<file path="config.mk">
export PLATFORM = sky130hd
export DESIGN_NAME = button_edge_repeat_stick_cross
export DESIGN_NICKNAME = d
export VERILOG_FILES = /design/src/hdl/berc_pkg.sv /design/src/hdl/berc_stick.sv /design/src/hdl/berc_rem.sv /design/src/hdl/button_edge_repeat_stick_cross.sv
export SDC_FILE = /design/constraint.sdc
export NUM_CORES = 2
export LEC_CHECK = 0
export ABC_AREA = 1
export BUFFER_PORTS_ARGS = -buffer_cell sky130_fd_sc_hd__buf_4
export CAP_MARGIN = 10
export CELL_PAD_IN_SITES_DETAIL_PLACEMENT = 1
export CELL_PAD_IN_SITES_GLOBAL_PLACEMENT = 2
export CORE_UTILIZATION = 35
export CTS_BUF_LIST = sky130_fd_sc_hd__clkbuf_4 sky130_fd_sc_hd__clkbuf_8
export DETAILED_ROUTE_END_ITERATION = 6
export GPL_TIMING_DRIVEN = 0
export PLACE_DENSITY = 0.64
export RECOVER_POWER = 50
export REMOVE_ABC_BUFFERS = 1
export SLEW_MARGIN = 30
export SYNTH_ARGS = -nofsm -noshare
export SYNTH_HDL_FRONTEND = slang
export SYNTH_SLANG_ARGS = --single-unit
</file>
<file path="constraint.sdc">
create_clock -name clk -period 8.7 [get_ports clk]
set_input_delay 1.305 -clock clk [delete_from_list [all_inputs] [get_ports clk]]
set_output_delay 1.305 -clock clk [all_outputs]
set_load 0.02 [all_outputs]
</file>
<file path="src/hdl/berc_pkg.sv">
package berc_pkg;

    localparam int BUTTONS = 32;
    localparam int IDX_W = $clog2(BUTTONS);

    typedef enum logic [1:0] {
        ACT_FRAME  = 2'd0,
        ACT_TIMING = 2'd1,
        ACT_IDLE   = 2'd2,
        ACT_NONE   = 2'd3
    } action_t;

    typedef enum logic [2:0] {
        CFG_BUTTON_COUNT = 3'd0,
        CFG_LEFT_BASE    = 3'd1,
        CFG_RIGHT_BASE   = 3'd2,
        CFG_LEFT_PRESS   = 3'd3,
        CFG_LEFT_LET_GO  = 3'd4,
        CFG_RIGHT_PRESS  = 3'd5,
        CFG_RIGHT_LET_GO = 3'd6
    } cfg_index_t;

    localparam logic [15:0] TAN_Q16     = 16'd27146;
    localparam logic [7:0]  DELAY_RESET = 8'd30;
    localparam logic [7:0]  PULSE_RESET = 8'd1;

    typedef struct packed {
        logic signed [15:0] x;
        logic signed [15:0] y;
        logic signed [5:0]  base;
        logic [14:0]        press;
        logic [14:0]        letgo;
        logic               group_hit;
    } stick_req_t;

    // Bit of a direction group, dropped when it lands above bit 31.
    function automatic logic [31:0] bit_at(input logic [5:0] base, input logic [1:0] off);
        logic [5:0] p;
        p = {1'b0, base[4:0]} + {4'b0, off};
        if (base[5] || p[5])
            return 32'd0;
        else
            return 32'd1 << p[4:0];
    endfunction

    function automatic logic [31:0] group_mask(input logic [5:0] base);
        return bit_at(base, 2'd0) | bit_at(base, 2'd1) | bit_at(base, 2'd2) | bit_at(base, 2'd3);
    endfunction

endpackage

</file>
<file path="src/hdl/berc_stick.sv">
module berc_stick (
    input  logic               clk,
    input  logic               rst_n,
    input  logic               start,
    input  berc_pkg::stick_req_t req,
    output logic               done,
    output logic [31:0]        bits
);
    import berc_pkg::*;

    logic [2:0]  step_reg;
    logic        busy_reg;
    logic [31:0] prod_reg;
    logic [31:0] ax2_reg, len_reg, lg2_reg, pr2_reg, tax_reg, tay_reg;
    logic [15:0] ax, ay, mul_a, mul_b;
    logic        x_pos, y_pos;
    logic [31:0] up, dn, lf, rt, h_bit, v_bit;

    assign ax = req.x[15] ? (~req.x + 16'd1) : req.x;
    assign ay = req.y[15] ? (~req.y + 16'd1) : req.y;
    assign x_pos = !req.x[15] && (req.x != 16'sd0);
    assign y_pos = !req.y[15] && (req.y != 16'sd0);

    // One shared multiplier walks through the six products.
    always_comb
    begin
        case (step_reg)
            3'd0:    begin mul_a = ax;               mul_b = ax;               end
            3'd1:    begin mul_a = ay;               mul_b = ay;               end
            3'd2:    begin mul_a = {1'b0, req.letgo}; mul_b = {1'b0, req.letgo}; end
            3'd3:    begin mul_a = {1'b0, req.press}; mul_b = {1'b0, req.press}; end
            3'd4:    begin mul_a = TAN_Q16;          mul_b = ax;               end
            3'd5:    begin mul_a = TAN_Q16;          mul_b = ay;               end
            default: begin mul_a = 16'd0;            mul_b = 16'd0;            end
        endcase
    end

    always_ff @(posedge clk or negedge rst_n)
    begin
        if (!rst_n)
        begin
            busy_reg <= 1'b0;
            step_reg <= 3'd0;
        end
        else if (!busy_reg)
        begin
            if (start)
            begin
                busy_reg <= 1'b1;
                step_reg <= 3'd0;
            end
        end
        else
        begin
            step_reg <= step_reg + 3'd1;
            if (step_reg == 3'd7)
                busy_reg <= 1'b0;
        end
    end

    always_ff @(posedge clk)
    begin
        prod_reg <= mul_a * mul_b;
        if (busy_reg)
        begin
            case (step_reg)
                3'd1:    ax2_reg <= prod_reg;
                3'd2:    len_reg <= ax2_reg + prod_reg;
                3'd3:    lg2_reg <= prod_reg;
                3'd4:    pr2_reg <= prod_reg;
                3'd5:    tax_reg <= prod_reg;
                3'd6:    tay_reg <= prod_reg;
                default: ;
            endcase
        end
    end

    assign up = bit_at(req.base, 2'd0);
    assign dn = bit_at(req.base, 2'd1);
    assign lf = bit_at(req.base, 2'd2);
    assign rt = bit_at(req.base, 2'd3);
    assign h_bit = x_pos ? rt : lf;
    assign v_bit = y_pos ? up : dn;

    always_comb
    begin
        if (req.base[5])
            bits = 32'd0;
        else if (len_reg < lg2_reg)
            bits = 32'd0;
        else if (len_reg < pr2_reg && !req.group_hit)
            bits = 32'd0;
        else if (ax == 16'd0 && ay == 16'd0)
            bits = rt;
        else if ({1'b0, ay, 16'd0} < {1'b0, tax_reg})
            bits = h_bit;
        else if ({1'b0, ax, 16'd0} < {1'b0, tay_reg})
            bits = v_bit;
        else
            bits = h_bit | v_bit;
    end

    assign done = busy_reg && (step_reg == 3'd7);

endmodule

</file>
<file path="src/hdl/berc_rem.sv">
module berc_rem (
    input  logic        clk,
    input  logic        rst_n,
    input  logic        start,
    input  logic [31:0] dividend,
    input  logic [7:0]  divisor,
    output logic        done,
    output logic        zero
);
    import berc_pkg::*;

    logic [31:0] dvd_reg;
    logic [7:0]  div_reg, rem_reg, rem_next;
    logic [4:0]  cnt_reg;
    logic        busy_reg, done_reg;
    logic [8:0]  trial;

    // Restoring remainder, one dividend bit per cycle.
    assign trial = {rem_reg, dvd_reg[31]};
    assign rem_next = (trial >= {1'b0, div_reg}) ? 8'(trial - {1'b0, div_reg}) : trial[7:0];

    always_ff @(posedge clk or negedge rst_n)
    begin
        if (!rst_n)
        begin
            busy_reg <= 1'b0;
            done_reg <= 1'b0;
            cnt_reg  <= 5'd0;
        end
        else
        begin
            done_reg <= 1'b0;
            if (start && !busy_reg)
            begin
                busy_reg <= 1'b1;
                cnt_reg  <= 5'd0;
            end
            else if (busy_reg)
            begin
                cnt_reg <= cnt_reg + 5'd1;
                if (cnt_reg == 5'd31)
                begin
                    busy_reg <= 1'b0;
                    done_reg <= 1'b1;
                end
            end
        end
    end

    always_ff @(posedge clk)
    begin
        if (start && !busy_reg)
        begin
            dvd_reg <= dividend;
            div_reg <= divisor;
            rem_reg <= 8'd0;
        end
        else if (busy_reg)
        begin
            dvd_reg <= {dvd_reg[30:0], 1'b0};
            rem_reg <= rem_next;
        end
    end

    assign done = done_reg;
    assign zero = (rem_reg == 8'd0);

endmodule

</file>
<file path="src/hdl/button_edge_repeat_stick_cross.sv">
// Pad front end: each frame transfer (action 0) folds two analog sticks into
// four direction bits each, then reports hold, press, release and autorepeat
// masks. Per-button hold counts and repeat timing live in two 32-entry
// synchronous memories that are walked one button at a time. A frame runs
// the sticks (one shared multiplier, six products per stick), then each
// button in turn, with a pass through the bit-serial remainder unit for each
// held button with a nonzero pulse whose count has reached its delay. A timing
// transfer walks the buttons; a go idle transfer goes straight to its result.
// The next transfer is taken while a result still waits.
module button_edge_repeat_stick_cross (
    input  logic               clk,
    input  logic               rst_n,
    input  logic               item_valid,
    output logic               item_stall,
    input  logic [1:0]         action,
    input  logic [31:0]        raw_buttons,
    input  logic signed [15:0] left_x,
    input  logic signed [15:0] left_y,
    input  logic signed [15:0] right_x,
    input  logic signed [15:0] right_y,
    input  logic [31:0]        repeat_mask,
    input  logic [7:0]         repeat_delay,
    input  logic [7:0]         repeat_pulse,
    input  logic               cfg_valid,
    output logic               cfg_ready,
    input  logic [2:0]         cfg_index,
    input  logic [14:0]        cfg_data,
    output logic               result_valid,
    input  logic               result_stall,
    output logic [31:0]        held,
    output logic [31:0]        pressed,
    output logic [31:0]        released,
    output logic [31:0]        repeated
);
    import berc_pkg::*;

    typedef enum logic [7:0] {
        ST_IDLE    = 8'b0000_0001,
        ST_STICK_L = 8'b0000_0010,
        ST_STICK_R = 8'b0000_0100,
        ST_RD      = 8'b0000_1000,
        ST_EV      = 8'b0001_0000,
        ST_DIV     = 8'b0010_0000,
        ST_TIMING  = 8'b0100_0000,
        ST_FIN     = 8'b1000_0000
    } state_t;

    state_t state_reg, state_next;

    logic [5:0]  bc_reg;
    logic [5:0]  lbase_reg, rbase_reg;
    logic [14:0] lpress_reg, llet_reg, rpress_reg, rlet_reg;

    logic [1:0]  act_reg;
    logic [31:0] raw_reg, mask_reg;
    logic signed [15:0] lx_reg, ly_reg, rx_reg, ry_reg;
    logic [7:0]  dly_reg, pls_reg;

    logic [31:0] last_held_reg, held_reg, sticks_reg, rep_reg, c_reg;
    logic [5:0]  idx_reg;
    logic        start_reg;

    logic [31:0] cnt_mem [BUTTONS];
    logic [15:0] tim_mem [BUTTONS];
    logic [31:0] cnt_rd_reg;
    logic [15:0] tim_rd_reg;
    logic [BUTTONS-1:0] cnt_valid_reg, tim_valid_reg;

    logic [31:0] held_out_reg, pressed_reg, released_reg, repeated_reg;
    logic        result_valid_reg;

    logic [5:0]  n_lim;
    logic [BUTTONS-1:0] lim_mask;
    logic [IDX_W-1:0] addr;
    logic        item_take, out_free, out_load;
    stick_req_t  sreq;
    logic        s_done;
    logic [31:0] s_bits;
    logic        r_start, r_done, r_zero;
    logic [31:0] c_cur;
    logic [7:0]  d_cur, p_cur;
    logic        rep_due;
    logic        cnt_we;
    logic [31:0] cnt_wdata;

    assign n_lim = (bc_reg > 6'(BUTTONS)) ? 6'(BUTTONS) : bc_reg;
    assign addr = idx_reg[IDX_W-1:0];
    assign item_stall = (state_reg != ST_IDLE);
    assign item_take = item_valid && !item_stall;
    assign cfg_ready = 1'b1;
    assign out_free = !result_valid_reg || !result_stall;
    assign out_load = (state_reg == ST_FIN) && out_free;

    always_comb
    begin
        for (int i = 0; i < BUTTONS; i++)
            lim_mask[i] = (6'(i) < n_lim);
    end

    always_comb
    begin
        if (state_reg == ST_STICK_L)
        begin
            sreq.x = lx_reg; sreq.y = ly_reg; sreq.base = lbase_reg;
            sreq.press = lpress_reg; sreq.letgo = llet_reg;
        end
        else
        begin
            sreq.x = rx_reg; sreq.y = ry_reg; sreq.base = rbase_reg;
            sreq.press = rpress_reg; sreq.letgo = rlet_reg;
        end
        sreq.group_hit = |(last_held_reg & group_mask(sreq.base));
    end

    berc_stick u_stick (
        .clk   (clk),
        .rst_n (rst_n),
        .start (start_reg),
        .req   (sreq),
        .done  (s_done),
        .bits  (s_bits)
    );

    // Entries never written read as their reset values.
    assign c_cur = cnt_valid_reg[addr] ? cnt_rd_reg : 32'd0;
    assign d_cur = tim_valid_reg[addr] ? tim_rd_reg[15:8] : DELAY_RESET;
    assign p_cur = tim_valid_reg[addr] ? tim_rd_reg[7:0] : PULSE_RESET;
    assign rep_due = held_reg[addr] && (p_cur != 8'd0) && (c_cur >= {24'd0, d_cur});
    assign r_start = (state_reg == ST_EV) && rep_due;

    berc_rem u_rem (
        .clk      (clk),
        .rst_n    (rst_n),
        .start    (r_start),
        .dividend (c_cur - {24'd0, d_cur}),
        .divisor  (p_cur),
        .done     (r_done),
        .zero     (r_zero)
    );

    always_comb
    begin
        cnt_we = 1'b0;
        cnt_wdata = 32'd0;
        if (state_reg == ST_EV && !rep_due)
        begin
            cnt_we = 1'b1;
            cnt_wdata = held_reg[addr] ? c_cur + 32'd1 : 32'd0;
        end
        else if (state_reg == ST_DIV && r_done)
        begin
            cnt_we = 1'b1;
            cnt_wdata = c_reg + 32'd1;
        end
    end

    // The write of entry i and the read of entry i+1 never touch the same entry.
    always_ff @(posedge clk)
    begin
        cnt_rd_reg <= cnt_mem[addr];
        tim_rd_reg <= tim_mem[addr];
        if (cnt_we)
            cnt_mem[addr] <= cnt_wdata;
        if (state_reg == ST_TIMING && idx_reg != n_lim && mask_reg[addr])
            tim_mem[addr] <= {dly_reg, pls_reg};
    end

    always_comb
    begin
        state_next = state_reg;
        case (state_reg)
            ST_IDLE:
                if (item_take)
                begin
                    case (action_t'(action))
                        ACT_FRAME:  state_next = ST_STICK_L;
                        ACT_TIMING: state_next = ST_TIMING;
                        default:    state_next = ST_FIN;
                    endcase
                end
            ST_STICK_L: if (s_done) state_next = ST_STICK_R;
            ST_STICK_R: if (s_done) state_next = ST_RD;
            ST_RD:      state_next = (idx_reg == n_lim) ? ST_FIN : ST_EV;
            ST_EV:      state_next = rep_due ? ST_DIV : ST_RD;
            ST_DIV:     if (r_done) state_next = ST_RD;
            ST_TIMING:  if (idx_reg == n_lim) state_next = ST_FIN;
            ST_FIN:     if (out_free) state_next = ST_IDLE;
            default:    state_next = ST_IDLE;
        endcase
    end

    always_ff @(posedge clk or negedge rst_n)
    begin
        if (!rst_n)
        begin
            state_reg        <= ST_IDLE;
            bc_reg           <= 6'd32;
            lbase_reg        <= 6'h3F;
            rbase_reg        <= 6'h3F;
            lpress_reg       <= 15'd8192;
            llet_reg         <= 15'd4096;
            rpress_reg       <= 15'd8192;
            rlet_reg         <= 15'd4096;
            last_held_reg    <= 32'd0;
            cnt_valid_reg    <= '0;
            tim_valid_reg    <= '0;
            result_valid_reg <= 1'b0;
            start_reg        <= 1'b0;
            idx_reg          <= 6'd0;
        end
        else
        begin
            state_reg <= state_next;
            start_reg <= 1'b0;

            if (cfg_valid && cfg_ready)
            begin
                case (cfg_index_t'(cfg_index))
                    CFG_BUTTON_COUNT: bc_reg     <= cfg_data[5:0];
                    CFG_LEFT_BASE:    lbase_reg  <= cfg_data[5:0];
                    CFG_RIGHT_BASE:   rbase_reg  <= cfg_data[5:0];
                    CFG_LEFT_PRESS:   lpress_reg <= cfg_data;
                    CFG_LEFT_LET_GO:  llet_reg   <= cfg_data;
                    CFG_RIGHT_PRESS:  rpress_reg <= cfg_data;
                    CFG_RIGHT_LET_GO: rlet_reg   <= cfg_data;
                    default: ;
                endcase
            end

            if (state_reg == ST_IDLE && item_take)
            begin
                idx_reg <= 6'd0;
                if (action_t'(action) == ACT_FRAME)
                    start_reg <= 1'b1;
            end
            if (state_reg == ST_STICK_L && s_done)
                start_reg <= 1'b1;
            if (state_reg == ST_STICK_R && s_done)
                idx_reg <= 6'd0;
            if ((state_reg == ST_EV && !rep_due) || (state_reg == ST_DIV && r_done))
            begin
                idx_reg <= idx_reg + 6'd1;
                cnt_valid_reg[addr] <= 1'b1;
            end
            if (state_reg == ST_TIMING && idx_reg != n_lim)
            begin
                idx_reg <= idx_reg + 6'd1;
                if (mask_reg[addr])
                    tim_valid_reg[addr] <= 1'b1;
            end

            if (out_load)
            begin
                result_valid_reg <= 1'b1;
                if (action_t'(act_reg) == ACT_FRAME)
                    last_held_reg <= held_reg;
                else if (action_t'(act_reg) == ACT_IDLE)
                begin
                    last_held_reg <= 32'd0;
                    cnt_valid_reg <= cnt_valid_reg & ~lim_mask;
                end
            end
            else if (result_valid_reg && !result_stall)
                result_valid_reg <= 1'b0;
        end
    end

    always_ff @(posedge clk)
    begin
        if (item_take)
        begin
            act_reg  <= action;
            raw_reg  <= raw_buttons;
            lx_reg   <= left_x;
            ly_reg   <= left_y;
            rx_reg   <= right_x;
            ry_reg   <= right_y;
            mask_reg <= repeat_mask;
            dly_reg  <= repeat_delay;
            pls_reg  <= repeat_pulse;
            rep_reg  <= 32'd0;
        end
        if (state_reg == ST_STICK_L && s_done)
            sticks_reg <= s_bits;
        if (state_reg == ST_STICK_R && s_done)
            held_reg <= (raw_reg & ~(group_mask(lbase_reg) | group_mask(rbase_reg)))
                        | sticks_reg | s_bits;
        if (state_reg == ST_EV)
            c_reg <= c_cur;
        if (state_reg == ST_DIV && r_done && r_zero)
            rep_reg[addr] <= 1'b1;

        if (out_load)
        begin
            case (action_t'(act_reg))
                ACT_FRAME:
                begin
                    held_out_reg <= held_reg;
                    pressed_reg  <= ~last_held_reg & held_reg;
                    released_reg <= last_held_reg & ~held_reg;
                    repeated_reg <= rep_reg;
                end
                ACT_IDLE:
                begin
                    held_out_reg <= 32'd0;
                    pressed_reg  <= 32'd0;
                    released_reg <= 32'd0;
                    repeated_reg <= 32'd0;
                end
                default:
                begin
                    held_out_reg <= last_held_reg;
                    pressed_reg  <= 32'd0;
                    released_reg <= 32'd0;
                    repeated_reg <= 32'd0;
                end
            endcase
        end
    end

    assign result_valid = result_valid_reg;
    assign held     = held_out_reg;
    assign pressed  = pressed_reg;
    assign released = released_reg;
    assign repeated = repeated_reg;

    a_rem_in_div: assert property (@(posedge clk) disable iff (!rst_n)
        r_done |-> state_reg == ST_DIV)
        else $error("remainder finished outside the repeat check");

    a_stick_in_phase: assert property (@(posedge clk) disable iff (!rst_n)
        s_done |-> (state_reg == ST_STICK_L || state_reg == ST_STICK_R))
        else $error("stick unit finished outside a stick phase");

    a_held_tracks: assert property (@(posedge clk) disable iff (!rst_n)
        out_load |=> held == last_held_reg)
        else $error("reported hold mask differs from stored hold mask");

    a_rep_held: assert property (@(posedge clk) disable iff (!rst_n)
        result_valid |-> ((repeated & ~held) == 32'd0 && (pressed & released) == 32'd0))
        else $error("repeat or edge masks inconsistent with hold mask");

endmodule

</file>
==> results.md <==
- Post-Syn Instances: between 10k and 15k
- Clock-pin slew on the worst setup and hold paths: about 60 ps
- CP Max Fanout: 90
- PwrDens: between 400 and 500 mW/mm²
- CP peak stage delay: approximately 500 ps
- Chip height: between 500 and 600 µm
- Starting density of the core: between 30% and 40%
- Warnings from Yosys: 0
- Post-route cell area: ~0.14 mm²
- DR pass1 iterations: 5
- Violated checks: max-capacitance violations, max-slew violations
- Crit share post-route: a little over nine tenths
- GRT Util Overall: roughly 26%
- Die ar.: roughly 0.33 mm²
- Gr ovfl total: 0
- Worst EP arrival: between 9000 and 10000 ps
- Slew margin rel.: -238%
- Layout area overhead: 19.5%
- Vias/cell: around 5.4
- Clock latency on the worst-skew pair: ~1200 ps
- H-tree lvl count: 5
- Run status: complete, but fails checks
- Fin. Hold Viols: 0
- # rows: 210
- Max reg flops: approximately 1.0k
- Pin count of the biggest net entering global routing: between 100 and 150
- Tmin final: 8430 ps
- #FFs+latches synth: around 2.5k
- Root buffer cell: clkbuf_8
- Worst slew pin tran: 5070 ps
- Sequential area share after synthesis: around three fifths
- DPL Wire Length: 300000 µm
- EDFF count, synth: roughly 2.1k
- Most frequent cells in the layout: edfxtp_1 (2138), nand2_1 (1502), nor2_1 (1435), o21ai_0 (1123), inv_1 (948)
- DRT antenna net count: 0
- Place WS: -2900 ps
- CP startpoint kind: flip-flop
- Setup TNS: 0 ps
- Final setup vio count: 0
- Mapped cell area: about 0.12 mm²
- # Max-Cap Violations: 23
- Number of remaining DRC errors: 0
- Critical Path End Type: flip-flop
- Io pins: 300
- Post-CTS Hold Buffers: 0
- Initial antenna violation count: 21
- Final wirelength: between 400000 and 500000 µm
- Slew Viols, Final: between 800 and 900
- Final core utilization: 42.1%
- Synth Flop Type: edfxtp_1
- Post-layout nets: around 12k
- Cell variety after synth: between 70 and 80
- Data required time of the worst path: around 9500 ps
- PnR worst setup slack: 269 ps
- Post-Place Cell Area: approximately 0.13 mm²
- Leading cell type in the layout, fill and taps excluded: edfxtp_1
- Crit-path slowest cell: dfrtp_4
- Share of layout cells above drive strength 1: 14.0%
- Num Clock Sinks: 2459
- Leakage component of the power: around 50 nW
- Iteration-0 DRC Markers: 6156
- Wire per inst: about 27 µm
- Avg Cell Area, Syn: approximately 11 µm²
- Vias in the first global route: between 90k and 100k
- Core area: around 0.33 mm²
- Clock skew: 109 ps
- Setup CP Type: reg2reg
- Max VDD drop: approximately 1.7 mV
- HP Class: in2reg
- Max Fclk: ~0.12 GHz
- CTS Buf Count: roughly 430
- Longest Clk Path Bufs: 4
- Die W: roughly 580 µm
- Global-route wire length before repair: about 630000 µm
- Vias: around 87k
- Async S/R FF share, synth: about 8.2%
- TritonCTS clock tree: yes
- Gpl congestion: around 0.87
- IO Port Bufs: slightly below 300
- Final hold slack: roughly 360 ps
-- power by group --
part | internal [W] | leakage (nW) | switching [W]
registers | 0.0145 | 20.7 | 0.000867
logic | 0.0143 | 24.4 | 0.0240
clock network | 0.00598 | 4.73 | 0.00511
total | 0.0348 | 49.8 | 0.0299
-- critical path, delay by kind of cell, from the launching register on --
kind | cells | cell delay [ps]
compound gates | 4 | 640
fa+ha+maj | 1 | 480
buf+inv | 12 | 3000
flops | 1 | 500
simple gates | 17 | 2920
-- synth_stat cells (30+ instances only) --
cell | n | share of area (%)
edfxtp_1 | 2138 | 55
nand2_1 | 1546 | 5.0
nor2_1 | 1491 | 4.8
o21ai_0 | 1140 | 4.9
inv_1 | 981 | 3.2
o22ai_1 | 467 | 2.5
nand3_1 | 413 | 1.8
clkbuf_1 | 386 | 1.3
ha_1 | 279 | 3.0
a21oi_1 | 227 | 0.98
fa_1 | 197 | 3.4
dfrtp_1 | 183 | 4.0
nor3_1 | 134 | 0.58
dfxtp_1 | 120 | 2.1
a221oi_1 | 106 | 0.80
xor2_1 | 98 | 0.74
a22o_1 | 94 | 0.71
buf_2 | 78 | 0.34
nand4_1 | 62 | 0.34
inv_2 | 40 | 0.13
o21ai_1 | 40 | 0.17
a31oi_1 | 39 | 0.21
nor4_1 | 37 | 0.20
xnor2_1 | 36 | 0.27
o211ai_1 | 32 | 0.21
buf_1 | 30 | 0.097
-- metal layers --
| layer | track usage [%] | wire length (µm) | vias to the layer above |
|---|---|---|---|
| li1 | - | - | 39215 |
| met1 | 34.2 | 190000 | 44913 |
| met2 | 44.3 | 213000 | 2195 |
| met3 | 2.85 | 18700 | 673 |
| met4 | 8.06 | 14500 | 8 |
| met5 | 0 | 47 | - |
-- layout make-up --
class	instances	area, µm²
repair buffers	748	8380
diodes	10	25.0
clock inverters	193	1340
well taps	4346	5440
flip-flops and latches	2459	71700
inverters	1034	4010
clock buffers	620	7590
fillers	35468	190000
multi-input cells	6748	39900
-- path summary, 6_finish.rpt --
| check | start | endpoint | slack [ps] | depth (start not counted) |
|---|---|---|---|---|
| min | repeat_mask[27] | mask_reg[27] | 360 | 1 |
| min in group asynchronous | rst_n | rlet_reg[10] | 1340 | 1 |
| max | idx_reg[0] | cnt_mem[20][15] | 270 | 34 |
| max in group asynchronous | rst_n | idx_reg[0] | 1300 | 3 |
| min reg2reg | tim_valid_reg[25] | tim_valid_reg[25] | 460 | 2 |
| max reg2reg | idx_reg[0] | cnt_mem[20][15] | 270 | 34 |
-- metrics by stage --
stage	power, W	cells
3_5_place_dp	0.0484	15132
3_3_place_gp	0.0481	14866
4_1_cts	0.0629	16087
6_report	0.0647	16158
5_1_grt	0.0695	16157
2_1_floorplan	0.0367	10222
-- what timing repair did --
item,4_1_cts,5_1_grt
hold endpoints to repair,0,0
cloned,21,2
buffers inserted,121,45
setup endpoints to repair,2131,1327
pin swaps,66,29
gates resized for setup,158,96
-- cells by family (layout without fill, tap and decap cells) --
kind of cell / count (synthesis) / after routing / synth area share [%]
AO/OA/AOI/OAI: 2322 / 2333 / 11.9
XOR/XNOR: 134 / 134 / 1.01
adder cells (fa/ha/maj): 476 / 476 / 6.43
buffers and inverters: 1557 / 2595 / 5.29
flip-flops: 2459 / 2459 / 61.9
other: 1 / 11 / 0.00324
AND/OR/NAND/NOR: 3796 / 3804 / 13.5
Power figures use the tool's default switching activity.
